**src/rtl/assert_macros.svh**
```systemverilog
// assertion macros shared by the rtl
`ifndef ASSERT_MACROS_SVH
`define ASSERT_MACROS_SVH

// property must hold at every clock edge outside reset
`define ASSERT_CLK(label, clk, rst, prop) \
   label: assert property (@(posedge clk) disable iff (rst) prop) \
      else $error("assertion failed");

// condition must never be seen outside reset
`define ASSERT_NEVER(label, clk, rst, cond) \
   label: assert property (@(posedge clk) disable iff (rst) !(cond)) \
      else $error("forbidden condition seen");

`endif

```
**src/rtl/i4dq_pkg.sv**
```systemverilog
package i4dq_pkg;

   localparam int ACT_W   = 16;
   localparam int SCALE_W = 16;
   localparam int ZERO_W  = 16;
   localparam int NIB_W   = 4;
   localparam int ZERO_FRAC = 10;
   localparam int D_W     = 17;
   localparam int PROD_W  = D_W + SCALE_W;
   localparam int TERM_W  = PROD_W + ACT_W;

   typedef struct packed {
      logic signed [D_W-1:0]     d_even;
      logic signed [D_W-1:0]     d_odd;
      logic signed [SCALE_W-1:0] scale;
      logic signed [ACT_W-1:0]   act_even;
      logic signed [ACT_W-1:0]   act_odd;
      logic                      last;
   } i4dq_item_type;

endpackage

```
**src/rtl/i4dq_front.sv**
```systemverilog
`include "assert_macros.svh"

module i4dq_front
   import i4dq_pkg::*;
(
   input  logic                      clock,
   input  logic                      reset,
   input  logic                      req_valid,
   output logic                      req_ready,
   input  logic signed [ACT_W-1:0]   req_act_even,
   input  logic signed [ACT_W-1:0]   req_act_odd,
   input  logic [7:0]                req_weight_byte,
   input  logic signed [SCALE_W-1:0] req_group_scale,
   input  logic signed [ZERO_W-1:0]  req_group_zero,
   input  logic                      req_last_of_dot,
   output logic                      out_valid,
   output i4dq_item_type             out_item,
   input  logic                      out_ready
);

   logic          front_valid_ff;
   i4dq_item_type front_item_ff;
   i4dq_item_type front_item_in;
   logic [NIB_W-1:0] nib_even;
   logic [NIB_W-1:0] nib_odd;
   logic signed [D_W-1:0] zero_ext;

   assign req_ready = !front_valid_ff || out_ready;
   assign out_valid = front_valid_ff;
   assign out_item  = front_item_ff;

   // nibble sign-extended and lifted to q7.10, minus the zero point
   always_comb begin
      nib_even = req_weight_byte[NIB_W-1:0];
      nib_odd  = req_weight_byte[2*NIB_W-1:NIB_W];
      zero_ext = {req_group_zero[ZERO_W-1], req_group_zero};
      front_item_in.d_even   = {{(D_W-NIB_W-ZERO_FRAC){nib_even[NIB_W-1]}}, nib_even,
                                {ZERO_FRAC{1'b0}}} - zero_ext;
      front_item_in.d_odd    = {{(D_W-NIB_W-ZERO_FRAC){nib_odd[NIB_W-1]}}, nib_odd,
                                {ZERO_FRAC{1'b0}}} - zero_ext;
      front_item_in.scale    = req_group_scale;
      front_item_in.act_even = req_act_even;
      front_item_in.act_odd  = req_act_odd;
      front_item_in.last     = req_last_of_dot;
   end

   always_ff @(posedge clock) begin
      if (reset) begin
         front_valid_ff <= 1'b0;
      end else begin
         if (req_valid && req_ready) begin
            front_valid_ff <= 1'b1;
            front_item_ff  <= front_item_in;
         end else if (out_ready) begin
            front_valid_ff <= 1'b0;
         end
      end
   end

   `ASSERT_CLK(a_front_hold, clock, reset, front_valid_ff && !out_ready |=> front_valid_ff && $stable(front_item_ff))

endmodule

```
**src/rtl/i4dq_queue.sv**
```systemverilog
`include "assert_macros.svh"

module i4dq_queue
   import i4dq_pkg::*;
#(
   parameter int DEPTH = 4
)
(
   input  logic          clock,
   input  logic          reset,
   input  logic          push_valid,
   input  i4dq_item_type push_item,
   output logic          push_ready,
   input  logic          pop,
   output logic          pop_valid,
   output i4dq_item_type pop_item
);

   localparam int PTR_W = (DEPTH > 1) ? $clog2(DEPTH) : 1;
   localparam int CNT_W = $clog2(DEPTH + 1);

   i4dq_item_type    entries_ff [DEPTH];
   logic [PTR_W-1:0] wr_ptr_ff;
   logic [PTR_W-1:0] rd_ptr_ff;
   logic [CNT_W-1:0] count_ff;
   logic             do_push;
   logic             do_pop;

   assign push_ready = count_ff != CNT_W'(DEPTH);
   assign pop_valid  = count_ff != '0;
   assign pop_item   = entries_ff[rd_ptr_ff];
   assign do_push    = push_valid && push_ready;
   assign do_pop     = pop && pop_valid;

   always_ff @(posedge clock) begin
      if (reset) begin
         wr_ptr_ff <= '0;
         rd_ptr_ff <= '0;
         count_ff  <= '0;
      end else begin
         if (do_push) begin
            entries_ff[wr_ptr_ff] <= push_item;
            wr_ptr_ff <= (wr_ptr_ff == PTR_W'(DEPTH - 1)) ? '0 : wr_ptr_ff + 1'b1;
         end
         if (do_pop) begin
            rd_ptr_ff <= (rd_ptr_ff == PTR_W'(DEPTH - 1)) ? '0 : rd_ptr_ff + 1'b1;
         end
         case ({do_push, do_pop})
            2'b10:   count_ff <= count_ff + 1'b1;
            2'b01:   count_ff <= count_ff - 1'b1;
            default: count_ff <= count_ff;
         endcase
      end
   end

   `ASSERT_NEVER(a_queue_over, clock, reset, count_ff > CNT_W'(DEPTH))

endmodule

```
**src/rtl/i4dq_back.sv**
```systemverilog
`include "assert_macros.svh"

module i4dq_back
   import i4dq_pkg::*;
#(
   parameter int ACC_WIDTH = 56
)
(
   input  logic                 clock,
   input  logic                 reset,
   input  logic                 q_valid,
   input  i4dq_item_type        q_item,
   output logic                 q_pop,
   output logic                 rsp_valid,
   input  logic                 rsp_ready,
   output logic [ACC_WIDTH-1:0] rsp_dot_value,
   output logic                 rsp_saturated
);

   localparam int SUM_W = ((ACC_WIDTH > TERM_W) ? ACC_WIDTH : TERM_W) + 1;
   localparam logic signed [SUM_W-1:0] ACC_MAX =
      {{(SUM_W-ACC_WIDTH+1){1'b0}}, {(ACC_WIDTH-1){1'b1}}};
   localparam logic signed [SUM_W-1:0] ACC_MIN =
      {{(SUM_W-ACC_WIDTH+1){1'b1}}, {(ACC_WIDTH-1){1'b0}}};

   typedef enum logic [1:0] {
      ST_LOAD,
      ST_MUL_ACT,
      ST_ADD_EVEN,
      ST_ADD_ODD
   } state_type;

   state_type                   state_ff;
   logic signed [PROD_W-1:0]    prod_even_ff;
   logic signed [PROD_W-1:0]    prod_odd_ff;
   logic signed [ACT_W-1:0]     act_even_ff;
   logic signed [ACT_W-1:0]     act_odd_ff;
   logic                        last_ff;
   logic signed [TERM_W-1:0]    term_even_ff;
   logic signed [TERM_W-1:0]    term_odd_ff;
   logic signed [ACC_WIDTH-1:0] acc_ff;
   logic                        clip_ff;
   logic                        rsp_valid_ff;
   logic [ACC_WIDTH-1:0]        rsp_dot_ff;
   logic                        rsp_sat_ff;

   logic signed [TERM_W-1:0]    term_sel;
   logic signed [SUM_W-1:0]     acc_ext;
   logic signed [SUM_W-1:0]     term_ext;
   logic signed [SUM_W-1:0]     sum;
   logic signed [SUM_W-1:0]     sum_clamped;
   logic signed [ACC_WIDTH-1:0] acc_in;
   logic                        clamp_hit;
   logic                        out_free;
   logic                        emit;

   assign rsp_valid     = rsp_valid_ff;
   assign rsp_dot_value = rsp_dot_ff;
   assign rsp_saturated = rsp_sat_ff;

   assign out_free = !rsp_valid_ff || rsp_ready;
   assign q_pop    = (state_ff == ST_LOAD) && q_valid;
   assign emit     = (state_ff == ST_ADD_ODD) && last_ff && out_free;

   // one saturating adder shared by the even and odd terms
   always_comb begin
      term_sel = (state_ff == ST_ADD_ODD) ? term_odd_ff : term_even_ff;
      acc_ext  = {{(SUM_W-ACC_WIDTH){acc_ff[ACC_WIDTH-1]}}, acc_ff};
      term_ext = {{(SUM_W-TERM_W){term_sel[TERM_W-1]}}, term_sel};
      sum      = acc_ext + term_ext;
      if (sum > ACC_MAX) begin
         sum_clamped = ACC_MAX;
         clamp_hit   = 1'b1;
      end else if (sum < ACC_MIN) begin
         sum_clamped = ACC_MIN;
         clamp_hit   = 1'b1;
      end else begin
         sum_clamped = sum;
         clamp_hit   = 1'b0;
      end
      acc_in = sum_clamped[ACC_WIDTH-1:0];
   end

   always_ff @(posedge clock) begin
      if (reset) begin
         state_ff     <= ST_LOAD;
         acc_ff       <= '0;
         clip_ff      <= 1'b0;
         rsp_valid_ff <= 1'b0;
      end else begin
         if (emit) begin
            rsp_valid_ff <= 1'b1;
         end else if (rsp_ready) begin
            rsp_valid_ff <= 1'b0;
         end
         unique case (state_ff)
            ST_LOAD: begin
               if (q_valid) begin
                  prod_even_ff <= $signed(q_item.d_even) * $signed(q_item.scale);
                  prod_odd_ff  <= $signed(q_item.d_odd) * $signed(q_item.scale);
                  act_even_ff  <= q_item.act_even;
                  act_odd_ff   <= q_item.act_odd;
                  last_ff      <= q_item.last;
                  state_ff     <= ST_MUL_ACT;
               end
            end
            ST_MUL_ACT: begin
               term_even_ff <= prod_even_ff * act_even_ff;
               term_odd_ff  <= prod_odd_ff * act_odd_ff;
               state_ff     <= ST_ADD_EVEN;
            end
            ST_ADD_EVEN: begin
               acc_ff   <= acc_in;
               clip_ff  <= clip_ff || clamp_hit;
               state_ff <= ST_ADD_ODD;
            end
            ST_ADD_ODD: begin
               if (!last_ff) begin
                  acc_ff   <= acc_in;
                  clip_ff  <= clip_ff || clamp_hit;
                  state_ff <= ST_LOAD;
               end else if (out_free) begin
                  rsp_dot_ff   <= acc_in;
                  rsp_sat_ff   <= clip_ff || clamp_hit;
                  acc_ff       <= '0;
                  clip_ff      <= 1'b0;
                  state_ff     <= ST_LOAD;
               end
            end
            default: begin
               state_ff <= ST_LOAD;
            end
         endcase
      end
   end

   `ASSERT_CLK(a_back_order, clock, reset, state_ff == ST_MUL_ACT |-> $past(state_ff) == ST_LOAD)
   `ASSERT_CLK(a_emit_clears, clock, reset, emit |=> (acc_ff == '0) && !clip_ff && rsp_valid_ff)

endmodule

```
**src/rtl/int4_group_dequant_dot.sv**
```systemverilog
// channel  direction  transfer condition        contents
// req      in         req_valid & req_ready     two activations, weight byte, scale, zero, last
// rsp      out        rsp_valid & rsp_ready     dot value and clip flag, one per last item
//
// the front takes an item every cycle while the queue of QUEUE_DEPTH entries has room
// the back takes each item through a scale multiply, an activation multiply,
// then even and odd saturating adds through one shared adder
// and pops no new item from the queue until the odd add of the last one is done
// reset is synchronous and clears accumulator, clip flag, queue and the valid flag of the result register
// a held result stalls the back on the odd add of the next last item only

module int4_group_dequant_dot
   import i4dq_pkg::*;
#(
   parameter int ACC_WIDTH   = 56,
   parameter int QUEUE_DEPTH = 4
)
(
   input  logic                      clock,
   input  logic                      reset,
   input  logic                      req_valid,
   output logic                      req_ready,
   input  logic signed [ACT_W-1:0]   req_act_even,
   input  logic signed [ACT_W-1:0]   req_act_odd,
   input  logic [7:0]                req_weight_byte,
   input  logic signed [SCALE_W-1:0] req_group_scale,
   input  logic signed [ZERO_W-1:0]  req_group_zero,
   input  logic                      req_last_of_dot,
   output logic                      rsp_valid,
   input  logic                      rsp_ready,
   output logic [ACC_WIDTH-1:0]      rsp_dot_value,
   output logic                      rsp_saturated
);

   logic          front_valid;
   i4dq_item_type front_item;
   logic          front_ready;
   logic          queue_valid;
   i4dq_item_type queue_item;
   logic          queue_pop;

   i4dq_front u_front (
      .clock           (clock),
      .reset           (reset),
      .req_valid       (req_valid),
      .req_ready       (req_ready),
      .req_act_even    (req_act_even),
      .req_act_odd     (req_act_odd),
      .req_weight_byte (req_weight_byte),
      .req_group_scale (req_group_scale),
      .req_group_zero  (req_group_zero),
      .req_last_of_dot (req_last_of_dot),
      .out_valid       (front_valid),
      .out_item        (front_item),
      .out_ready       (front_ready)
   );

   i4dq_queue #(
      .DEPTH (QUEUE_DEPTH)
   ) u_queue (
      .clock      (clock),
      .reset      (reset),
      .push_valid (front_valid),
      .push_item  (front_item),
      .push_ready (front_ready),
      .pop        (queue_pop),
      .pop_valid  (queue_valid),
      .pop_item   (queue_item)
   );

   i4dq_back #(
      .ACC_WIDTH (ACC_WIDTH)
   ) u_back (
      .clock         (clock),
      .reset         (reset),
      .q_valid       (queue_valid),
      .q_item        (queue_item),
      .q_pop         (queue_pop),
      .rsp_valid     (rsp_valid),
      .rsp_ready     (rsp_ready),
      .rsp_dot_value (rsp_dot_value),
      .rsp_saturated (rsp_saturated)
   );

endmodule
```
**config.mk**
```make
export PLATFORM = sky130hd
export DESIGN_NAME = int4_group_dequant_dot
export DESIGN_NICKNAME = d
export VERILOG_FILES = /design/src/rtl/i4dq_pkg.sv /design/src/rtl/i4dq_front.sv /design/src/rtl/i4dq_queue.sv /design/src/rtl/i4dq_back.sv /design/src/rtl/int4_group_dequant_dot.sv
export VERILOG_INCLUDE_DIRS = /design/src /design/src/rtl
export SDC_FILE = /design/constraint.sdc
export NUM_CORES = 2
export LEC_CHECK = 0
export BUFFER_PORTS_ARGS = -buffer_cell sky130_fd_sc_hd__buf_4
export CAP_MARGIN = 20
export CORE_AREA = 2 2 454 456
export DETAILED_ROUTE_END_ITERATION = 6
export DIE_AREA = 0 0 456 458
export GPL_TIMING_DRIVEN = 0
export PLACE_DENSITY = 0.55
export SYNTH_ARGS = -nofsm -noshare
export SYNTH_HDL_FRONTEND = slang
export SYNTH_SLANG_ARGS = --single-unit
```
**constraint.sdc**
```tcl
create_clock -name clock -period 8.15 [get_ports clock]
set_clock_uncertainty 0.2 [all_clocks]
set_input_delay 0 -clock clock [delete_from_list [all_inputs] [get_ports clock]]
set_output_delay 0 -clock clock [all_outputs]
set_load 0.005 [all_outputs]
```
### Word level (Yosys, flattened, before mapping)

Memories as Yosys holds them, arrays and structs flattened. A register that Yosys moved wholly into a read port is not among the register bits.
Index checks and enable logic that the tools add are counted.

| operators by class | value |
|---|---|
| $add $sub $neg | 7 |
| multiply operators | 4 |
| order comparisons | 2 |
| equality and inequality tests | 10 |
| mux-type cells | 27 |
| bitwise logic cells | 1 |
| reductions and logical operators | 23 |

Operators with widths:

| kind | number |
|---|---|
| 56-bit 2-to-1 mux | 4 |
| 56-bit one-hot mux with 2 select lines | 1 |
| 33-bit by 16-bit multiplier with 49-bit output | 2 |
| 17-bit by 16-bit multiplier with 33-bit output | 2 |
| 56-bit by 49-bit adder with 57-bit output | 1 |
| 57-bit by 56-bit greater-than comparator with 1-bit output (second input constant) | 1 |
| 57-bit by 56-bit less-than comparator with 1-bit output (second input constant) | 1 |
| 49-bit 2-to-1 mux | 1 |
| 14-bit by 16-bit subtractor with 17-bit output | 2 |
| 2-bit 2-to-1 mux | 7 |
| 1-bit 2-to-1 mux | 11 |
| 2-bit == test (second input constant) | 5 |
| 2-bit one-hot mux with 4 select lines | 1 |
| 2-bit AND reduction | 4 |
| 2-bit nonzero test | 4 |
| 1-bit logical AND | 6 |
| 3-bit != test (second input constant) | 2 |
| 3-bit one-hot mux with 2 select lines | 1 |
| 2-bit by 1-bit adder with 2-bit output (second input constant) | 2 |
| 2-bit by 1-bit == test with 1-bit output (second input constant) | 2 |
| 4-bit AND reduction | 1 |
| 3-bit by 1-bit adder with 3-bit output (second input constant) | 1 |
| 1-bit logical OR | 3 |
| 3-bit AND reduction | 1 |
| 7 further kinds | 8 |

| storage, ports and cells | value |
|---|---|
| bits in registers | 405 |
| memory bits (writable) | 332 |
| input bits | 77 |
| memories | 1 |

Memory list:

| memory | depth | width | read ports | clocked after memory_dff | write ports | line | text |
|---|---|---|---|---|---|---|---|
| u_queue.entries_ff | 4 | 83 | 1 | 1 | 1 | i4dq_queue.sv:22 | `i4dq_item_type entries_ff [DEPTH];` |

### Logic depth before layout (Yosys ltp)

| logic depth | value |
|---|---|
| word-level depth | 9 |
| gate-level depth with buffers | 31 |
| mapped depth without buffers | 28 |

### Hierarchy

Synthesis repeated with hierarchy kept, for this count alone.

| second synthesis, totals | value |
|---|---|
| cells, all modules | 8,103 |
| area total of the unflattened synthesis | 86,267.7 um^2 |

By module, submodules not included:

| module | instances | cells each | area each (um^2) | seq. area each (um^2) |
|---|---|---|---|---|
| i4dq_back | 1 | 7,426 | 70,737.8 | 8,828.5 |
| i4dq_queue | 1 | 484 | 12,467.0 | 10,149.7 |
| i4dq_front | 1 | 193 | 3,062.9 | 2,212.1 |

### Least setup slack after synthesis

No wires, ideal clock.

| timing path | value |
|---|---|
| path kind | register to register |
| from | reg with a tool-made name |
| to | reg u_back.prod_odd_ff[29] (data pin) |
| data arrival time | 7,759 ps |
| data required time | 7,691 ps |
| path slack | -68 ps |
| stages on the path, launching flop included | 28 |
| buffers on the path | 5 |
| clock period less this slack | 8,218 ps |
| cells stage by stage | dfxtp_1 -> buf_2 -> clkbuf_1 -> clkbuf_1 -> buf_1 -> o21a_1 -> clkbuf_1 -> nand2_1 -> fa_1 -> inv_1 -> fa_1 -> fa_1 -> inv_1 -> fa_1 -> inv_1 -> fa_1 -> fa_1 -> ha_1 -> a21o_1 -> a211oi_1 -> nor2_1 -> a211oi_1 -> a31oi_1 -> a41oi_1 -> a21oi_1 -> a2111o_1 -> a21oi_1 -> xnor2_1 |

RTL lines:

| what | line | text |
|---|---|---|
| to (signal assigned) | i4dq_back.sv:100 | `prod_odd_ff <= $signed(q_item.d_odd) * $signed(q_item.scale);` |
| to (decl) | i4dq_back.sv:35 | `logic signed [PROD_W-1:0] prod_odd_ff;` |

### Worst setup path in the final report

| timing path | value |
|---|---|
| from | reg u_back.prod_even_ff[19] |
| to | reg u_back.term_even_ff[45] (data pin) |

| between the ends | value |
|---|---|
| cells in the longest elaborated chain, start to end | 1 |

Ends and longest elaborated chain:

| what | line | text |
|---|---|---|
| from (decl) | i4dq_back.sv:34 | `logic signed [PROD_W-1:0] prod_even_ff;` |
| from (signal assigned) | i4dq_back.sv:99 | `prod_even_ff <= $signed(q_item.d_even) * $signed(q_item.scale);` |
| 33-bit by 16-bit multiplier with 49-bit output | i4dq_back.sv:108 | `term_even_ff <= prod_even_ff * act_even_ff;` |
| to (signal assigned) | i4dq_back.sv:108 |  |
| to (decl) | i4dq_back.sv:39 | `logic signed [TERM_W-1:0] term_even_ff;` |

Every way passes these cells.
A chain may end at the register's enable or synchronous reset.

==> impl_metrics.ini <==
[run_status]
status = finished, final reports clean

[job]
cap_violations = 0

[drt]
drc = 0
drtPass1Iterations = 5
antenna_left = 0
routed_wl_um = 248400
wl_per_cell_um = 22.57
vias = 55688
drtIter0Drc = 3757
routed_via_density = 5.061

[worst_setup_path]
start_kind = register
crit_type = reg -> reg
crit_chain = clkbuf_2 -> nand2_1 -> fa_1 -> inv_1 -> fa_1 -> fa_1 -> fa_1 -> fa_1 -> fa_1 -> ha_1 -> and3_1 -> and4_1 -> a221oi_1 -> o21ai_0 -> a221o_1 -> a221o_1 -> a31oi_2 -> o21ai_1 -> a311oi_1 -> xnor2_1
rr_startpoint = u_back.prod_even_ff[19]
critical_path_buf_inv_count = 2
cpMostUsedCell = fa_1
worst_ep_required_time_ns = 8.41
crit_arrival_ns = 8.19
slowest_delay_ns = 0.72
critPathMaxFanout = 10
critPathTopFamily = adder cells
cp_slowest_cell = fa_1
critPathCaptureType = register
startpoint = u_back.prod_even_ff[19]

[layout]
drive_above_1_share = 0.09083
nFillCells = 19355
area_growth_pct = 12.65
fin_cells = 11004
nNetsFinal = 10237

[die]
fp.dieH_um = 458
die_w_um = 456
core-area_sq_um = 203800
num_rows = 166
dieArea_sq_um = 208800
pin_count = 136
initial_core_util = 0.3992

[sta]
post-route-period-util = 0.9727
max_freq_mhz = 126.1
fin_tns_setup_ns = 0
worstMarginPinSlew_ns = 0.9549
min_period_ns = 7.928
drv_slew = 0
timing.slew.headroom = 0.3469
rsz0062_at_grt = no
holdWs_ns = 0.1646
setup_slack_ns = 0.2222
setup_viol = 0
hold_violations = 0

[yosys]
synthArstFlopShare = 0
synth_ff_type = edfxtp_1
yosysWarnings = 0
ys_ff_latch = 679
synth_top_area_cell = fa_1
synth_most_common_cell = inv_1
syn-cell-area_sq_um = 81330
ys_seq_area_frac = 0.2421
synth_top_cells_by_count = inv_1, fa_1, nand2_1, edfxtp_1, and2_1
synth_top_cell_area_share = 0.3641
synthDistinctLibCells = 82
syn_inst = 7798
synth_area_leaders = fa_1, edfxtp_1, inv_1
synth.avg_cell_area_sq_um = 10.43
synth_edf_count = 609
synth_fp_nets = 9787

[clock_tree]
cts_buffers = 78
clkLatencyLatePin_ns = 0.72
h-tree-depth = 3
clock-sinks = 679
clockBufferDepth = 3
cts_tree = done
cts.clk_slew.worst_paths_ns = 0.06
root_buffer = clkbuf_16

[place]
dp_hpwl_um = 204900
place_inst = 10647
dp_slack_ns = -2.433
port_buffers = 135
place_congestion = 0.9554

[grt]
grt_max_degree = 50
grt.total_usage = 0.2419
grt_pass1_vias = 60070
grt_pass1_wl_um = 377500
grt-ovfl-total = 0
antenna_found_initial = 7

[min_path]
hold_start = req_weight_byte[3]
hp-class = in -> reg
==> tightest hold or removal path: stages <==
cell           delay, ns
dlygate4sd3_1       0.53
buf_4               0.12
ha_1                0.18
xnor2_1             0.13
==> worst paths after layout <==
path | depth (start not counted) | to | slack, ns
setup / recovery | 20 | u_back.term_even_ff[45] | 0.22
hold / removal | 4 | u_front.out_item[81] | 0.16
setup reg to reg | 20 | u_back.term_even_ff[45] | 0.22
hold reg to reg | 1 | u_back.clip_ff | 0.25
==> cell usage in the layout (no fill, tap or decap), types with 108 or more instances in the layout <==
cell,synthesis,layout
a21o_1,108,108
a21oi_1,203,201
and2_1,478,474
buf_4,4,183
clkbuf_1,279,161
dlygate4sd3_1,0,169
edfxtp_1,609,609
fa_1,1479,1476
ha_1,433,433
inv_1,1752,1751
nand2_1,981,981
nor2_1,286,283
o21ai_0,159,155
xnor2_1,188,184
==> cells by family after synthesis <==
logic type	Yosys count	synth area share
buffers and inverters	2058	0.09587
adder cells (fa/ha/maj)	1912	0.4307
AND/OR/NAND/NOR	1960	0.1114
XOR/XNOR	247	0.02660
multiplexers	153	0.02755
AO/OA/AOI/OAI	789	0.06586
flip-flops	679	0.2421
==> routing by layer <==
layer  track usage  share of wire  routed length [um]  vias to the layer above
li1              -              -                   -                    24969
met1        0.3196           0.42              105100                    28701
met2        0.4083           0.48              118900                     1613
met3       0.03120          0.055               13650                      403
met4       0.08697          0.043               10700                        2
met5             0       0.000052                  13                        -
==> state kept, by name, summed over array words and instances, names as in the netlist, 2 cells and up, named ones only <==
register	flops
u_front.out_item	73
u_back.state_ff	2
u_back.rsp_dot_value	56
u_back.prod_odd_ff	33
u_back.term_even_ff	49
u_back.act_even_ff	16
u_queue.wr_ptr_ff	2
u_queue.rd_ptr_ff	2
u_back.acc_ff	56
u_back.term_odd_ff	49
u_queue.count_ff	3
u_back.prod_even_ff	23
u_back.act_odd_ff	16
u_queue.entries_ff	292
==> per-stage QoR <==
stage | area (sq um) | util
5_1_grt | 91620 | 0.4496
3_5_place_dp | 86130 | 0.4227
6_report | 91620 | 0.4497
2_1_floorplan | 81330 | -
3_3_place_gp | 85710 | 0.4206
4_1_cts | 91100 | 0.4471
==> repair_timing <==
action | CTS | global route
gates resized for setup | 197 | 167
hold buffers | 169 | 0
setup buffers | 14 | 28
pin swaps | 2 | 9
hold endpoints to repair | 128 | 0
endpoints found under the setup margin | 64 | 28
==> cell type report <==
type / instances / area [sq um] / share of cell area
sequential: 679 / 19690 / 0.2149
buffer: 301 / 1526 / 0.01666
antenna: 4 / 10.01 / 0.0001092
inverter: 1753 / 6584 / 0.07186
clock buffer: 95 / 2047 / 0.02234
clock inverter: 49 / 604.3 / 0.006596
timing repair buffer: 374 / 3513 / 0.03835
multi-input combinational: 5061 / 54280 / 0.5924
tap: 2688 / 3363 / 0.03671
Power is left out: the tool's default activity adds up to more than one toggle a clock period on the data nets, which glitch-free logic cannot reach.
